==> config.mk <==
export PLATFORM = sky130hd
export DESIGN_NAME = c3_cell
export DESIGN_NICKNAME = d
export VERILOG_FILES = /design/src/rtl/c3_pkg.sv /design/src/rtl/c3_cell.sv
export SDC_FILE = /design/constraint.sdc
export NUM_CORES = 1
export LEC_CHECK = 0
export BUFFER_PORTS_ARGS = -buffer_cell sky130_fd_sc_hd__buf_2
export CAP_MARGIN = 20
export CORE_ASPECT_RATIO = 0.75
export CORE_MARGIN = 3
export CORE_UTILIZATION = 30
export CTS_CLUSTER_DIAMETER = 120
export DETAILED_ROUTE_END_ITERATION = 6
export HOLD_SLACK_MARGIN = 0.08
export SYNTH_ARGS = -nofsm -noshare
export SYNTH_HDL_FRONTEND = slang
export SYNTH_SLANG_ARGS = --single-unit
export TNS_END_PERCENT = 5
==> constraint.sdc <==
create_clock -name clk -period 10.2 [get_ports clk]
set_input_delay 0.51 -clock clk [delete_from_list [all_inputs] [get_ports clk]]
set_output_delay 0.51 -clock clk [all_outputs]
set_load 0.005 [all_outputs]
==> src/rtl/c3_pkg.sv <==
package c3_pkg;

  // configuration register indexes
  localparam logic [1:0] REG_KERNEL = 2'd0;
  localparam logic [1:0] REG_DIV9   = 2'd1;
  localparam logic [1:0] REG_WIDTH  = 2'd2;

  localparam int CFG_ADDR_W  = 2;
  localparam int CFG_DATA_W  = 63;
  localparam int KERNEL_W    = 63;
  localparam int WIDTH_REG_W = 11;

  localparam logic [WIDTH_REG_W-1:0] WIDTH_RESET = 11'd1024;
  localparam int MIN_WIDTH = 3;

  // window taps, row-major, tap zero is the oldest row and column
  localparam int TAPS = 9;

  localparam logic [7:0] PIX_MAX = 8'd255;

  // x / 9 == (x * DIV9_MUL) >> DIV9_SHIFT for every x below 2**18
  localparam logic [17:0] DIV9_MUL   = 18'd233017;
  localparam int          DIV9_SHIFT = 21;

  typedef struct packed {
    logic [7:0] red;
    logic [7:0] green;
    logic [7:0] blue;
  } pix_t;

  typedef struct packed {
    logic [7:0] in_red;
    logic [7:0] in_green;
    logic [7:0] in_blue;
    logic       frame_start;
  } in_item_t;

  typedef struct packed {
    logic [7:0] out_red;
    logic [7:0] out_green;
    logic [7:0] out_blue;
    logic       row_end;
  } out_item_t;

  // control that rides along the pipeline with each item
  typedef struct packed {
    logic valid;
    logic last;
  } ctl_t;

endpackage

==> src/rtl/c3_cell.sv <==
module c3_cell
  import c3_pkg::*;
#(
  parameter int COEFF_BITS = 7
) (
  input  logic                         clk,
  input  logic                         rst,
  input  logic                         en,
  input  logic signed [COEFF_BITS-1:0] coeff,
  input  ctl_t                         ctl_i,
  input  pix_t [TAPS-1:0]              win_i,
  input  logic signed [COEFF_BITS+11:0] sum_i [3],
  output ctl_t                         ctl_o,
  output pix_t [TAPS-1:0]              win_o,
  output logic signed [COEFF_BITS+11:0] sum_o [3]
);

  localparam int SW = COEFF_BITS + 12;
  localparam int PW = COEFF_BITS + 9;

  logic signed [PW-1:0] prod [3];

  // weigh the head pixel of the window
  always_comb begin
    prod[0] = $signed({1'b0, win_i[0].red})   * coeff;
    prod[1] = $signed({1'b0, win_i[0].green}) * coeff;
    prod[2] = $signed({1'b0, win_i[0].blue})  * coeff;
  end

  always_ff @(posedge clk) begin
    if (rst) begin
      ctl_o <= '0;
    end else if (en) begin
      ctl_o <= ctl_i;
    end
  end

  // pass the rest of the window and the partial sums on
  always_ff @(posedge clk) begin
    if (en) begin
      win_o <= win_i >> $bits(pix_t);
      for (int c = 0; c < 3; c++) begin
        sum_o[c] <= sum_i[c] + SW'(prod[c]);
      end
    end
  end

endmodule
== Word-level counts from Yosys, hierarchy flattened ==
Index checks and enable logic that the tools add are counted.
Word-level totals
  output and inout bits: 275
  memory bits (read-only): 0
  memories: 0
  RAM bits: 0
  logic and storage cells: 35
  flip-flop bits (word level): 251
  latch bits: 0
Operators by class
  bitwise gates (word level): 0
  magnitude comparators: 0
  muxes and demuxes: 0
  shift operators: 0
  reduce and logical (&&, ||, !) cells: 0
  $add $sub $neg: 3
  eq/ne operators: 0
  div/mod/pow operators: 0
  multipliers: 3
Operators by type and width (count)
  $add A19 B16 Y19: 3
  $mul A9 B7 Y16: 3

== Logic depth before layout (Yosys ltp) ==
  word-level depth: 2
  depth in mapped cells: 19
  mapped depth without buffers: 18

== Worst setup path after synthesis ==
OpenSTA, ideal clock, no wires.
  path type: input-to-reg
  from: in coeff[6]
  to: reg sum_o[17] in the netlist's numbering (data pin)
  arrival: 4.693 ns
  path slack: 5.247 ns
  buffers on the path: 2
  library setup time: 0.260 ns
  required time: 9.940 ns
  cell stages on the path: 15
  path through: clkbuf_1 > clkbuf_1 > nor2b_1 > fa_1 > fa_1 > fa_1 > inv_1 > fa_1 > inv_1 > ha_1 > a21o_1 > a221o_2 > a211o_1 > a311oi_2 > xnor2_1
Between the ends
  cells in the longest elaborated chain, start to end: 2
Ends and longest elaborated chain
  start: declaration: line c3_cell.sv:9  | input logic signed [COEFF_BITS-1:0] coeff,
  $mul A9 B7 Y16: line c3_cell.sv:27  | prod[2] = $signed({1'b0, win_i[0].blue}) * coeff;
  $add A19 B16 Y19: line c3_cell.sv:43  | sum_o[c] <= sum_i[c] + SW'(prod[c]);
  end signal: indexed assignment: line c3_cell.sv:43
  end: declaration: line c3_cell.sv:15  | output logic signed [COEFF_BITS+11:0] sum_o [3]
Every way passes these cells.
A chain may end at the register's enable or synchronous reset.

== Final worst setup path ==
  from: in coeff[6]
  to: reg sum_o[52] in the netlist's numbering (data pin)
Between the ends
  cells in the longest elaborated chain, start to end: 2
Ends and longest elaborated chain
  $mul A9 B7 Y16: line c3_cell.sv:25  | prod[0] = $signed({1'b0, win_i[0].red}) * coeff;
  $add A19 B16 Y19: line c3_cell.sv:43
Every way passes these cells.

==> results.toml <==
[sta]
fmax_ghz = 0.206
relSlewSlack = 0.322
final_hold_viol_count = 0
setup_ws_ns = 5.36
final-setup-viol-count = 0
slew_violations = 0
max_slew.worst_pin.slew_ns = 1.02
fin_crit_sh = 0.475
period_needed_ns = 4.84
skew_ns = 0
rsz0062_at_grt = "no"
fin_tns_setup_ns = 0

[clock_tree]
clk_latency_ns = 0.57
cts.repair.resized = 0
cts_root_buf = "clkbuf_16"
clk_pin_slew_ns = 0.06
cts-buffers-inserted = 28
cts.sinks = 251
cts_max_level = 1
max-clock-path-buffers = 3
cts_tree = "done"

[global_route]
gr-total-overflow = 0
antenna_found_initial = 34
grt_pass1_wl_um = 72400
grt_pass1_vias = 11283
grt_max_degree = 109
track_usage = 0.181

[critical_path]
worstPathMaxFanout = 42
cp-end-kind = "register"
cp_slowest_cell = "buf_2"
critPathLaunchType = "input port"
worst_path_most_repeated_cell = "fa_1"
crit_type = "input port to register"
slowest_delay_ns = 0.70
crit_arrival_ns = 5.17
crit_chain = "buf_2 -> nor2b_1 -> fa_1 -> fa_1 -> fa_1 -> inv_1 -> fa_1 -> inv_1 -> ha_1 -> nand2_1 -> a2111oi_0 -> nor3_1 -> o21bai_1 -> a31oi_1 -> xnor2_1"
required_ns = 10.53

[die]
die_w_um = 268
ios = 560
num_rows = 71
die_h_um = 202
core_area_um2 = 50500
die_area_um2 = 54200
initial_utilization = 0.306

[status]
outcome = "complete, no violations"

[synthesis]
synth_seq_cells = 251
async_flop_share = 0
synth.largest_area_cell = "edfxtp_1"
yosysWarnings = 0
ys_seq_area_frac = 0.488
netlist.area_leader.share = 0.485
syn_area_um2 = 15400
synth_enable_flop_cells = 249
syn-instance-count = 1186
synth.avg_cell_area_um2 = 13.0
ys_top_cells_by_area = "edfxtp_1 (48%), fa_1 (17%), ha_1 (12%), inv_1 (5.8%), and2_1 (3.6%)"
synth_ff_type = "edfxtp_1"
yosysUniqueCellTypes = 45

[routing]
routed_wl_um = 50600
routed_via_density = 4.42
vias = 11005
drc_errors = 0
antenna_left = 0
first_pass_iters = 6
wl_per_cell_um = 20.3
drtIter0Drc = 578

[layout]
layout_common_cells = "buf_2 (534), edfxtp_1 (249), inv_1 (240)"
post-route-util = 0.405
final_common_cell = "buf_2"
fin_cells = 2492
drive_gt1_frac = 0.324
syn_to_final_growth_pct = 32.4
fin_area_um2 = 20400
nNetsFinal = 2362

[pwr]
ir_worst_vdd_uv = 119
power.density_nw_per_um2 = 203
power.leakage_nw = 9.77

[placement]
pre_cts_slack_ns = 4.75
placed_cells_incl_taps = 2363
dp_hpwl_um = 41300
gp_congestion = 0.852
numPortBuffers = 535
placed_area_um2 = 18800

[flow_run]
drv_cap = 0

[min_path]
hold_path_class = "input port to register"
==> layout make-up <==
cell class,count,area [µm²]
Tap cell,657,822
Inverter,240,901
Clock inverter,17,205
Timing Repair Buffer,601,3340
Clock buffer,35,747
Antenna cell,13,32.5
Fill cell,4882,30000
Sequential cell,251,7520
Multi-Input combinational cell,678,6850
==> routing by layer <==
layer / GRT usage / up-vias / part of all wire
met2: 0.324 / 342 / 0.51
met5: 0 / - / 0.0036
met1: 0.208 / 5467 / 0.38
met3: 0.0588 / 87 / 0.080
met4: 0.0487 / 28 / 0.029
li1: - / 5081 / -
==> path summary, 6_finish.rpt <==
check                                 from    endpoint  slack, ns  cells after the start
worst min-delay path            win_i[154]  win_o[130]       0.11                      1
worst max register to register    ctl_o[1]    ctl_o[1]       9.57                      2
worst max-delay path              coeff[6]   sum_o[52]       5.36                     15
worst min register to register    ctl_o[0]    ctl_o[0]       0.54                      2
==> Yosys cell counts (4+ instances only) <==
master	count
nor2_1	13
a31oi_1	6
nand2_1	78
buf_4	24
a21oi_1	30
o21bai_1	5
o21a_1	4
inv_1	240
a21o_1	17
xor2_1	17
xnor2_1	35
ha_1	144
nor3_1	6
clkbuf_1	16
nor2b_1	20
fa_1	133
o21ai_0	7
edfxtp_1	249
nand3_1	5
nand2b_1	9
o21ai_1	4
and2_1	89
==> critical path: cells and delay by family <==
kind                     cells  cell delay (ns)
XOR/XNOR                     1             0.13
buffers and inverters        3             0.79
AO/OA/AOI/OAI                3             0.91
AND/OR/NAND/NOR              3             0.55
adder cells (fa/ha/maj)      5             2.26
==> power breakdown <==
group / leakage (nW) / switching [mW] / internal, mW
combinational: 6.86 / 0.953 / 0.720
sequential: 2.45 / 0.0465 / 1.39
clock: 0.454 / 0.441 / 0.602
==> flip-flops by register name, indices dropped and copies added (netlist names) <==
| signal | count |
|---|---|
| sum_o | 57 |
| ctl_o | 2 |
| win_o | 192 |
==> kinds of logic after synthesis <==
group,synth area share
buffers and inverters,0.0740
other,0.000243
AO/OA/AOI/OAI,0.0413
multiplexers,0.00130
adder cells (fa/ha/maj),0.290
flip-flops,0.488
AND/OR/NAND/NOR,0.0766
XOR/XNOR,0.0295
==> through the flow <==
step / hold slack (ns) / power (mW)
2_1_floorplan: 0.485 / 2.53
3_3_place_gp: 0.474 / 3.10
3_5_place_dp: 0.523 / 3.13
4_1_cts: 0.0801 / 4.22
5_1_grt: 0.0806 / 4.48
6_report: 0.112 / 4.15
==> timing repair <==
item / in CTS / in global routing
setup buffers: 0 / 0
hold buffers: 62 / 2
endpoints found under the hold margin: 62 / 2
Power figures use the tool's default switching activity.
